<file path="src/rtl/battery_level_bargraph_top_assert.svh">
// Assertion macros for the battery level bargraph meter.
// Used by battery_level_bargraph_top; expects clk and rst_n in scope.
`ifndef BATTERY_LEVEL_BARGRAPH_TOP_ASSERT_SVH
`define BATTERY_LEVEL_BARGRAPH_TOP_ASSERT_SVH

// Condition in the same cycle.
`define BBG_ASSERT_SAME(label, ante, cons, msg) \
    label: assert property (@(posedge clk) disable iff (!rst_n) (ante) |-> (cons)) \
        else $error(msg);

// Condition in the following cycle.
`define BBG_ASSERT_NEXT(label, ante, cons, msg) \
    label: assert property (@(posedge clk) disable iff (!rst_n) (ante) |=> (cons)) \
        else $error(msg);

`endif

</file>
<file path="src/rtl/bbg_pkg.sv">
// Shared types and constants for the battery level bargraph meter.
// No dependencies; used by every module of the block.
package bbg_pkg;

    localparam int SAMPLE_W             = 8;
    localparam int LOW_W                = 8;
    localparam int STEP_W               = 5;
    localparam int CFG_DATA_W           = 8;
    localparam int CFG_IDX_W            = 1;
    localparam int THRESH_COUNT         = 8;
    // Highest threshold is 255 + 31 * 7 = 472.
    localparam int LEVEL_W              = 9;
    localparam int IN_TDATA_W           = 8;
    localparam int OUT_TDATA_W          = 24;

    localparam int WINDOW_DEPTH_DEFAULT = 8;
    localparam int RING_RESET           = 185;

    localparam logic [LOW_W-1:0]  LOW_THRESHOLD_RESET = 8'd153;
    localparam logic [STEP_W-1:0] STEP_SIZE_RESET     = 5'd4;

    typedef enum logic [CFG_IDX_W-1:0] {
        REG_LOW_THRESHOLD = 1'b0,
        REG_STEP_SIZE     = 1'b1
    } bbg_reg_idx_t;

    // Packed so that average lands in the lowest bits of tdata.
    typedef struct packed {
        logic                low_battery;
        logic [THRESH_COUNT-1:0] bar_pattern;
        logic [SAMPLE_W-1:0] average;
    } bbg_result_t;

endpackage

</file>
<file path="src/rtl/battery_level_bargraph_top.sv">
// Top level of the battery level bargraph meter.
// Depends on bbg_pkg, bbg_window, bbg_average, bbg_ladder and the assert header.
//
// Usage:
//   Samples arrive on the s_ channel; tdata carries the 8-bit sample. Each
//   transfer in produces exactly one transfer out on the m_ channel, whose
//   tdata holds average, bar pattern and low-battery flag.
//   The window keeps the last WINDOW_DEPTH samples in a shift line with a
//   running sum, so each sample costs one add and one subtract.
//   The pipeline has three registered stages: window sum, average (one
//   reciprocal multiply) and threshold ladder with the output register.
//   A result moves from the sum register through the average register to
//   the output register, where it shows on m_tvalid and m_tdata.
//   Throughput is one sample per cycle while the receiver keeps m_tready
//   high; every stage advances whenever the stage after it is free.
//   When the receiver stalls, the result holds on m_tdata and the stages
//   behind it keep filling; s_tready drops only once all three are full.
//   Reset empties the pipeline, fills every window entry with 185 and
//   loads the threshold registers with their defaults (low 153, step 4).
//   Configuration writes are taken on any cycle at which cfg_wr_en is high
//   and should only be issued while no sample is in flight.
module battery_level_bargraph_top #(
    parameter int WINDOW_DEPTH = bbg_pkg::WINDOW_DEPTH_DEFAULT
) (
    input  logic                              clk,
    input  logic                              rst_n,
    // Sample stream in.
    input  logic                              s_tvalid,
    output logic                              s_tready,
    input  logic [bbg_pkg::IN_TDATA_W-1:0]    s_tdata,   // [7:0] sample
    // Result stream out.
    output logic                              m_tvalid,
    input  logic                              m_tready,
    output logic [bbg_pkg::OUT_TDATA_W-1:0]   m_tdata,   // [7:0] average, [15:8] bar_pattern,
                                                         // [16] low_battery, [23:17] zero
    // Register write port.
    input  logic                              cfg_wr_en,
    input  logic [bbg_pkg::CFG_IDX_W-1:0]     cfg_addr,
    input  logic [bbg_pkg::CFG_DATA_W-1:0]    cfg_wdata
);

    localparam int SUM_W    = $clog2(255 * WINDOW_DEPTH + 1);
    localparam int RESULT_W = $bits(bbg_pkg::bbg_result_t);

    logic                         sum_valid_reg;
    logic                         avg_valid_reg;
    logic                         out_valid_reg;
    logic                         out_free;
    logic                         avg_free;
    logic                         sum_free;
    logic                         avg_load;
    logic                         out_load;
    logic                         accept;
    logic [SUM_W-1:0]             window_sum;
    logic [bbg_pkg::SAMPLE_W-1:0] average;
    bbg_pkg::bbg_result_t         result;
    logic [bbg_pkg::LOW_W-1:0]    low_threshold_reg;
    logic [bbg_pkg::STEP_W-1:0]   step_size_reg;

    // A stage can take new data when it is empty or its content moves on
    // in the same cycle.
    assign out_free = !out_valid_reg || m_tready;
    assign out_load = avg_valid_reg && out_free;
    assign avg_free = !avg_valid_reg || out_load;
    assign avg_load = sum_valid_reg && avg_free;
    assign sum_free = !sum_valid_reg || avg_load;
    assign s_tready = sum_free;
    assign accept   = s_tvalid && sum_free;

    always_ff @(posedge clk or negedge rst_n)
    begin
        if (!rst_n)
        begin
            sum_valid_reg <= 1'b0;
            avg_valid_reg <= 1'b0;
            out_valid_reg <= 1'b0;
        end
        else
        begin
            if (sum_free)
            begin
                sum_valid_reg <= s_tvalid;
            end
            if (avg_free)
            begin
                avg_valid_reg <= sum_valid_reg;
            end
            if (out_free)
            begin
                out_valid_reg <= avg_valid_reg;
            end
        end
    end

    // Threshold registers; the step size keeps only its low five bits.
    always_ff @(posedge clk or negedge rst_n)
    begin
        if (!rst_n)
        begin
            low_threshold_reg <= bbg_pkg::LOW_THRESHOLD_RESET;
            step_size_reg     <= bbg_pkg::STEP_SIZE_RESET;
        end
        else if (cfg_wr_en)
        begin
            unique case (bbg_pkg::bbg_reg_idx_t'(cfg_addr))
                bbg_pkg::REG_LOW_THRESHOLD:
                begin
                    low_threshold_reg <= cfg_wdata[bbg_pkg::LOW_W-1:0];
                end
                bbg_pkg::REG_STEP_SIZE:
                begin
                    step_size_reg <= cfg_wdata[bbg_pkg::STEP_W-1:0];
                end
            endcase
        end
    end

    bbg_window #(
        .WINDOW_DEPTH (WINDOW_DEPTH),
        .SUM_W        (SUM_W)
    ) u_window (
        .clk    (clk),
        .rst_n  (rst_n),
        .load   (accept),
        .sample (s_tdata[bbg_pkg::SAMPLE_W-1:0]),
        .sum    (window_sum)
    );

    bbg_average #(
        .WINDOW_DEPTH (WINDOW_DEPTH),
        .SUM_W        (SUM_W)
    ) u_average (
        .clk     (clk),
        .load    (avg_load),
        .sum     (window_sum),
        .average (average)
    );

    bbg_ladder u_ladder (
        .clk           (clk),
        .load          (out_load),
        .average       (average),
        .low_threshold (low_threshold_reg),
        .step_size     (step_size_reg),
        .result        (result)
    );

    assign m_tvalid = out_valid_reg;
    assign m_tdata  = {{(bbg_pkg::OUT_TDATA_W - RESULT_W){1'b0}}, result};

    `include "battery_level_bargraph_top_assert.svh"

    `BBG_ASSERT_SAME(a_low_full_bar, m_tvalid && m_tdata[16], m_tdata[15:8] == 8'hFF,
        "low battery reported without a full bar pattern")
    `BBG_ASSERT_SAME(a_bar_thermometer, m_tvalid,
        (~m_tdata[15:8] & (~m_tdata[15:8] + 8'd1)) == 8'd0,
        "bar pattern is not a run of ones from the top")
    `BBG_ASSERT_NEXT(a_accept_fills_sum, accept, sum_valid_reg,
        "accepted sample did not reach the sum stage")
    `BBG_ASSERT_SAME(a_full_stalls_input,
        sum_valid_reg && avg_valid_reg && out_valid_reg && !m_tready, !s_tready,
        "input taken while every stage is full and the output stalls")

endmodule

</file>
<file path="src/rtl/bbg_window.sv">
// Sample window of the bargraph meter: a shift line of the most recent samples
// and a running sum over it. Depends on bbg_pkg.
module bbg_window #(
    parameter int WINDOW_DEPTH = bbg_pkg::WINDOW_DEPTH_DEFAULT,
    parameter int SUM_W        = $clog2(255 * WINDOW_DEPTH + 1)
) (
    input  logic                         clk,
    input  logic                         rst_n,
    input  logic                         load,
    input  logic [bbg_pkg::SAMPLE_W-1:0] sample,
    output logic [SUM_W-1:0]             sum
);

    localparam logic [bbg_pkg::SAMPLE_W-1:0] TAP_RESET =
        bbg_pkg::SAMPLE_W'(bbg_pkg::RING_RESET);
    localparam logic [SUM_W-1:0] SUM_RESET = SUM_W'(bbg_pkg::RING_RESET * WINDOW_DEPTH);

    logic [bbg_pkg::SAMPLE_W-1:0] taps_reg [WINDOW_DEPTH];
    logic [SUM_W-1:0]             sum_reg;
    logic [SUM_W-1:0]             sum_next;

    // The oldest sample leaves the window as the new one enters. The result
    // always lies in range, so modular arithmetic at SUM_W bits is exact.
    assign sum_next = sum_reg + SUM_W'(sample) - SUM_W'(taps_reg[WINDOW_DEPTH-1]);

    always_ff @(posedge clk or negedge rst_n)
    begin
        if (!rst_n)
        begin
            for (int i = 0; i < WINDOW_DEPTH; i++)
            begin
                taps_reg[i] <= TAP_RESET;
            end
            sum_reg <= SUM_RESET;
        end
        else if (load)
        begin
            taps_reg[0] <= sample;
            for (int i = 1; i < WINDOW_DEPTH; i++)
            begin
                taps_reg[i] <= taps_reg[i-1];
            end
            sum_reg <= sum_next;
        end
    end

    assign sum = sum_reg;

endmodule

</file>
<file path="src/rtl/bbg_average.sv">
// Average stage of the bargraph meter: divides the window sum by the window
// depth with an exact reciprocal multiply and registers it. Depends on bbg_pkg.
module bbg_average #(
    parameter int WINDOW_DEPTH = bbg_pkg::WINDOW_DEPTH_DEFAULT,
    parameter int SUM_W        = $clog2(255 * WINDOW_DEPTH + 1)
) (
    input  logic                         clk,
    input  logic                         load,
    input  logic [SUM_W-1:0]             sum,
    output logic [bbg_pkg::SAMPLE_W-1:0] average
);

    // With shift = SUM_W + ceil(log2 depth) and the reciprocal rounded up,
    // the product's upper bits equal floor(sum / depth) for every sum.
    localparam int DEPTH_LOG   = $clog2(WINDOW_DEPTH);
    localparam int RECIP_SHIFT = SUM_W + DEPTH_LOG;
    localparam int RECIP_W     = SUM_W + 1;
    localparam int PROD_W      = SUM_W + RECIP_W;
    localparam longint RECIP_INT =
        ((longint'(1) << RECIP_SHIFT) + WINDOW_DEPTH - 1) / WINDOW_DEPTH;
    localparam logic [RECIP_W-1:0] RECIP = RECIP_W'(RECIP_INT);

    logic [PROD_W-1:0]            product;
    logic [bbg_pkg::SAMPLE_W-1:0] average_reg;

    assign product = PROD_W'(sum) * PROD_W'(RECIP);

    always_ff @(posedge clk)
    begin
        if (load)
        begin
            average_reg <= product[RECIP_SHIFT +: bbg_pkg::SAMPLE_W];
        end
    end

    assign average = average_reg;

endmodule

</file>
<file path="src/rtl/bbg_ladder.sv">
// Threshold ladder of the bargraph meter: compares the average with eight
// evenly spaced levels and registers the result item. Depends on bbg_pkg.
module bbg_ladder (
    input  logic                         clk,
    input  logic                         load,
    input  logic [bbg_pkg::SAMPLE_W-1:0] average,
    input  logic [bbg_pkg::LOW_W-1:0]    low_threshold,
    input  logic [bbg_pkg::STEP_W-1:0]   step_size,
    output bbg_pkg::bbg_result_t         result
);

    logic [bbg_pkg::THRESH_COUNT-1:0] exceeded;
    bbg_pkg::bbg_result_t             result_next;
    bbg_pkg::bbg_result_t             result_reg;

    for (genvar k = 0; k < bbg_pkg::THRESH_COUNT; k++)
    begin : g_level
        logic [bbg_pkg::LEVEL_W-1:0] level;
        assign level = bbg_pkg::LEVEL_W'(low_threshold)
                     + bbg_pkg::LEVEL_W'(step_size) * bbg_pkg::LEVEL_W'(k);
        assign exceeded[k] = bbg_pkg::LEVEL_W'(average) > level;
    end

    // Levels never decrease with k, so the exceeded levels form a run from
    // the bottom. Inverting them therefore leaves exactly the bits of the levels
    // not exceeded set, the same as 0xFF shifted left by their count.
    always_comb
    begin
        result_next.average     = average;
        result_next.bar_pattern = ~exceeded;
        result_next.low_battery = ~exceeded[0];
    end

    always_ff @(posedge clk)
    begin
        if (load)
        begin
            result_reg <= result_next;
        end
    end

    assign result = result_reg;

endmodule

</file>
<file path="config.mk">
export PLATFORM = sky130hd
export DESIGN_NAME = battery_level_bargraph_top
export DESIGN_NICKNAME = d
export VERILOG_FILES = /design/src/rtl/bbg_pkg.sv /design/src/rtl/battery_level_bargraph_top.sv /design/src/rtl/bbg_window.sv /design/src/rtl/bbg_average.sv /design/src/rtl/bbg_ladder.sv
export VERILOG_INCLUDE_DIRS = /design/src /design/src/rtl
export SDC_FILE = /design/constraint.sdc
export NUM_CORES = 1
export LEC_CHECK = 0
export BUFFER_PORTS_ARGS = -buffer_cell sky130_fd_sc_hd__buf_2
export CORE_ASPECT_RATIO = 0.6
export CORE_MARGIN = 5
export CORE_UTILIZATION = 55
export DETAILED_ROUTE_END_ITERATION = 6
export GPL_ROUTABILITY_DRIVEN = 1
export GPL_TIMING_DRIVEN = 0
export PLACE_DENSITY = 0.74
export SYNTH_ARGS = -nofsm -noshare
export SYNTH_HDL_FRONTEND = slang
export SYNTH_SLANG_ARGS = --single-unit
</file>
<file path="constraint.sdc">
create_clock -name clk -period 3.9 [get_ports clk]
set_input_delay 0.39 -clock clk [delete_from_list [all_inputs] [get_ports clk]]
set_output_delay 0.39 -clock clk [all_outputs]
set_load 0.05 [all_outputs]
</file>
==> results.md <==
* Predominant post-synthesis flop cell: dfstp_2
* Post-Syn Instances at 731
* Initial Util at 56.05%
* Overall global routing resource usage at 22.75%
* First-pass DRT Iterations at 5
* First DRT Iteration DRCs at 347
* Req. time, crit path at 4.05 ns
* Final antenna-violating net count at 0
* CTS tree: built
* Clock Latency Late Sink at 0.42 ns
* Internal power at 0.004553 W
* Final Hold Vio Count at 0
* WL/cell at 18.94 um
* Synth top area share at 18.47%
* Power Total at 0.007943 W
* Synth Area in Adders at 25.61%
* Most common cell after layout, fill and taps aside: ha_1
* Clock Tree Root: clkbuf_16
* Worst hold margin at 0.1816 ns
* Setup TNS at 0 ns
* Psw at 0.003390 W
* #FFs+latches synth at 115
* Max IR drop VDD at 0.3386 mV
* Ys async rst share at 79.13%
* Post-synth top area cell: ha_1
* Gpl congestion at 0.8951
* Leak at 4.386 nW
* Detail-routed via count per cell at 5.689
* Syn Area/Cell at 11.12 um2
* # DRC at 0
* Die Y at 104.2 um
* Tcrit/Tclk final at 99.17%
* Placeable Area at 14510 um2
* TritonCTS Sinks at 115
* # setup viols final at 0
* Tmin final at 3.868 ns
* Complex-gate fraction of the synthesized area at 11.54%
* Outcome: finished clean
* First-pass GRT wire length at 31.33 mm
* Mux share of post-synthesis cell area at 8.864%
* Die ar. at 17390 um2
* Placement row count at 34
* Slew headroom at 36.11%
* Port bufs at 40
* RSZ-0062 raised after global routing: yes
* Switch share at 42.67%
* Worst-Margin Slew at 0.9584 ns
* Final Max Tran Viols at 0
* Post-synthesis cell type count at 45
* Synthesized cell area at 8130 um2
* Largest net degree at the start of global routing at 72
* Seq pwr share at 27.9%
* Crit. End Element: register
* Number of global-route vias before repair at 6050
* Design Area, Final at 9310 um2
* Nets@finish at 973
* Clock power frac at 18.2%
* Area post-placement at 8632 um2
* Commonest non-fill, non-tap cells in the layout: 118 x ha_1, 74 x inv_1, 57 x mux2_1, 49 x dfstp_2, 47 x a21oi_1
* Largest family of logic cells by synthesized area: adder cells
* Area grow syn2layout at 14.51%
* Max FFs per register at 64
* Worst-path clk slew at 0.06 ns
* PnR worst setup slack at 0.03238 ns
* Post-Synth Simple-Gate Area at 6.387%
* Layout cells sized above 1 at 20.61%
* # IOs at 48
* Combinational power share at 53.9%
* Vias at 5763
* Antenna Cells at 0
* Syn. warnings at 0
* Top post-synthesis cells by area: ha_1 18%, dfstp_2 16%, dfrtp_1 13%
* Register area share after synthesis at 37.64%
* DP Wirelength at 14.16 mm
* Worst Setup Start Kind: register
* # H-tree levels at 4
* Critical Path AT at 4.02 ns
* Drt total wl at 19.19 mm
* Critical Path Fanout Max at 3
* Post-synthesis xor/xnor area fraction at 5.063%
* Grt total ovfl at 0
* Maximum clock insertion buffer count at 2
* Critical setup path kind: register to register
* Number of synthesized flops with an enable pin at 24
* Worst min path class: input port to register
* PD cells at 853.1 nW/um2
* Clock skew at 0.01014 ns
* Initial antenna violation count at 0
* Maxcap violations at 0
* Setup WS pre-CTS at -0.4815 ns
* Fmax achieved at 258.6 MHz
* Chip width at 167.0 um
* TritonCTS Buffers at 17
logic make-up (layout without fill, tap and decap cells):
family / Yosys count / in the layout
AOI/OAI and AO/OA: 156 / 156
xor gates and xnor gates: 47 / 47
adders and majority gates: 149 / 149
buffers and inverters: 95 / 173
DFF: 115 / 115
muxes: 64 / 64
other: 1 / 7
and+or+nand+nor: 104 / 104
per-layer routing:
layer	vias to the layer above	GRT usage [%]	wire length (um)
li1	2709	-	-
met1	2811	33.32	9139
met2	212	33.95	8327
met3	31	5.089	1391
met4	0	6.480	328
met5	-	0	0
worst paths after layout:
check,from,endpoint,slack [ns],cells after the start
worst max-delay path,step_size_reg[2],u_ladder.result[15],0.03,16
worst min-delay path,cfg_wdata[6],low_threshold_reg[6],0.18,3
worst max register to register,step_size_reg[2],u_ladder.result[15],0.03,16
worst min register to register,u_window.taps_reg[63],u_window.taps_reg[63],0.46,2
max in group asynchronous,rst_n,u_window.sum[8],2.83,3
min in group asynchronous,rst_n,step_size_reg[1],0.41,2
final cells by class:
class / instances / area (um2)
Fill cell: 1110 / 5196
Inverter: 77 / 291.5
Tap cell: 198 / 247.7
Multi-Input combinational cell: 527 / 4751
Buffer: 18 / 105.1
Timing Repair Buffer: 46 / 294.0
Clock inverter: 15 / 123.9
Clock buffer: 17 / 425.4
Sequential cell: 115 / 3072
metrics by stage:
stage / utilization, % / cells
floorplan: - / 737
global placement: 59.30 / 975
detailed placement: 59.50 / 976
CTS: 63.87 / 1013
global route: 64.18 / 1013
finish: 64.18 / 1013
timing repair:
| action | CTS | global route |
|---|---|---|
| resized for setup | 8 | 14 |
| pin swaps | 2 | 4 |
| setup buffers | 4 | 0 |
| endpoints found under the setup margin | 1 | 4 |
| endpoints found under the hold margin | 4 | 0 |
| hold buffers | 1 | 0 |
synthesized netlist by cell type, drive strengths merged (2+ instances only):
cell type	count
ha	120
and2	3
a21oi	52
xor2	21
nand4	17
mux2	64
xnor2	26
nor3	3
o211ai	5
nand2b	10
a31oi	2
nor2b	11
o221ai	3
edfxtp	24
o21ai	49
dfstp	50
buf	14
clkbuf	4
dfrtp	41
nand2	37
o21bai	6
nor2	13
or3	3
nand3	4
fa	29
o21a	4
a21o	27
a21boi	2
inv	76
critical path: stages, from the launching register on:
cell	delay [ns]
dfstp_4	0.65
inv_4	0.05
fa_1	0.47
fa_1	0.54
inv_2	0.05
ha_4	0.25
nor2b_4	0.12
o21a_1	0.17
o21ai_1	0.12
nand2b_1	0.09
a21oi_2	0.15
xor2_1	0.17
ha_1	0.26
nand4_1	0.10
nor2_1	0.06
a2111oi_2	0.22
o311ai_1	0.15
power groups by stage:
stage / clock network [W] / registers (W) / logic [W]
global route: 0.00153 / 0.00227 / 0.00484
finish: 0.00145 / 0.00221 / 0.00428
floorplan: 0 / 0.00224 / 0.00305
CTS: 0.00147 / 0.00221 / 0.00420
detailed placement: 0 / 0.00224 / 0.00405
global placement: 0 / 0.00221 / 0.00380
No activity file was read; power rests on OpenSTA's default activity.
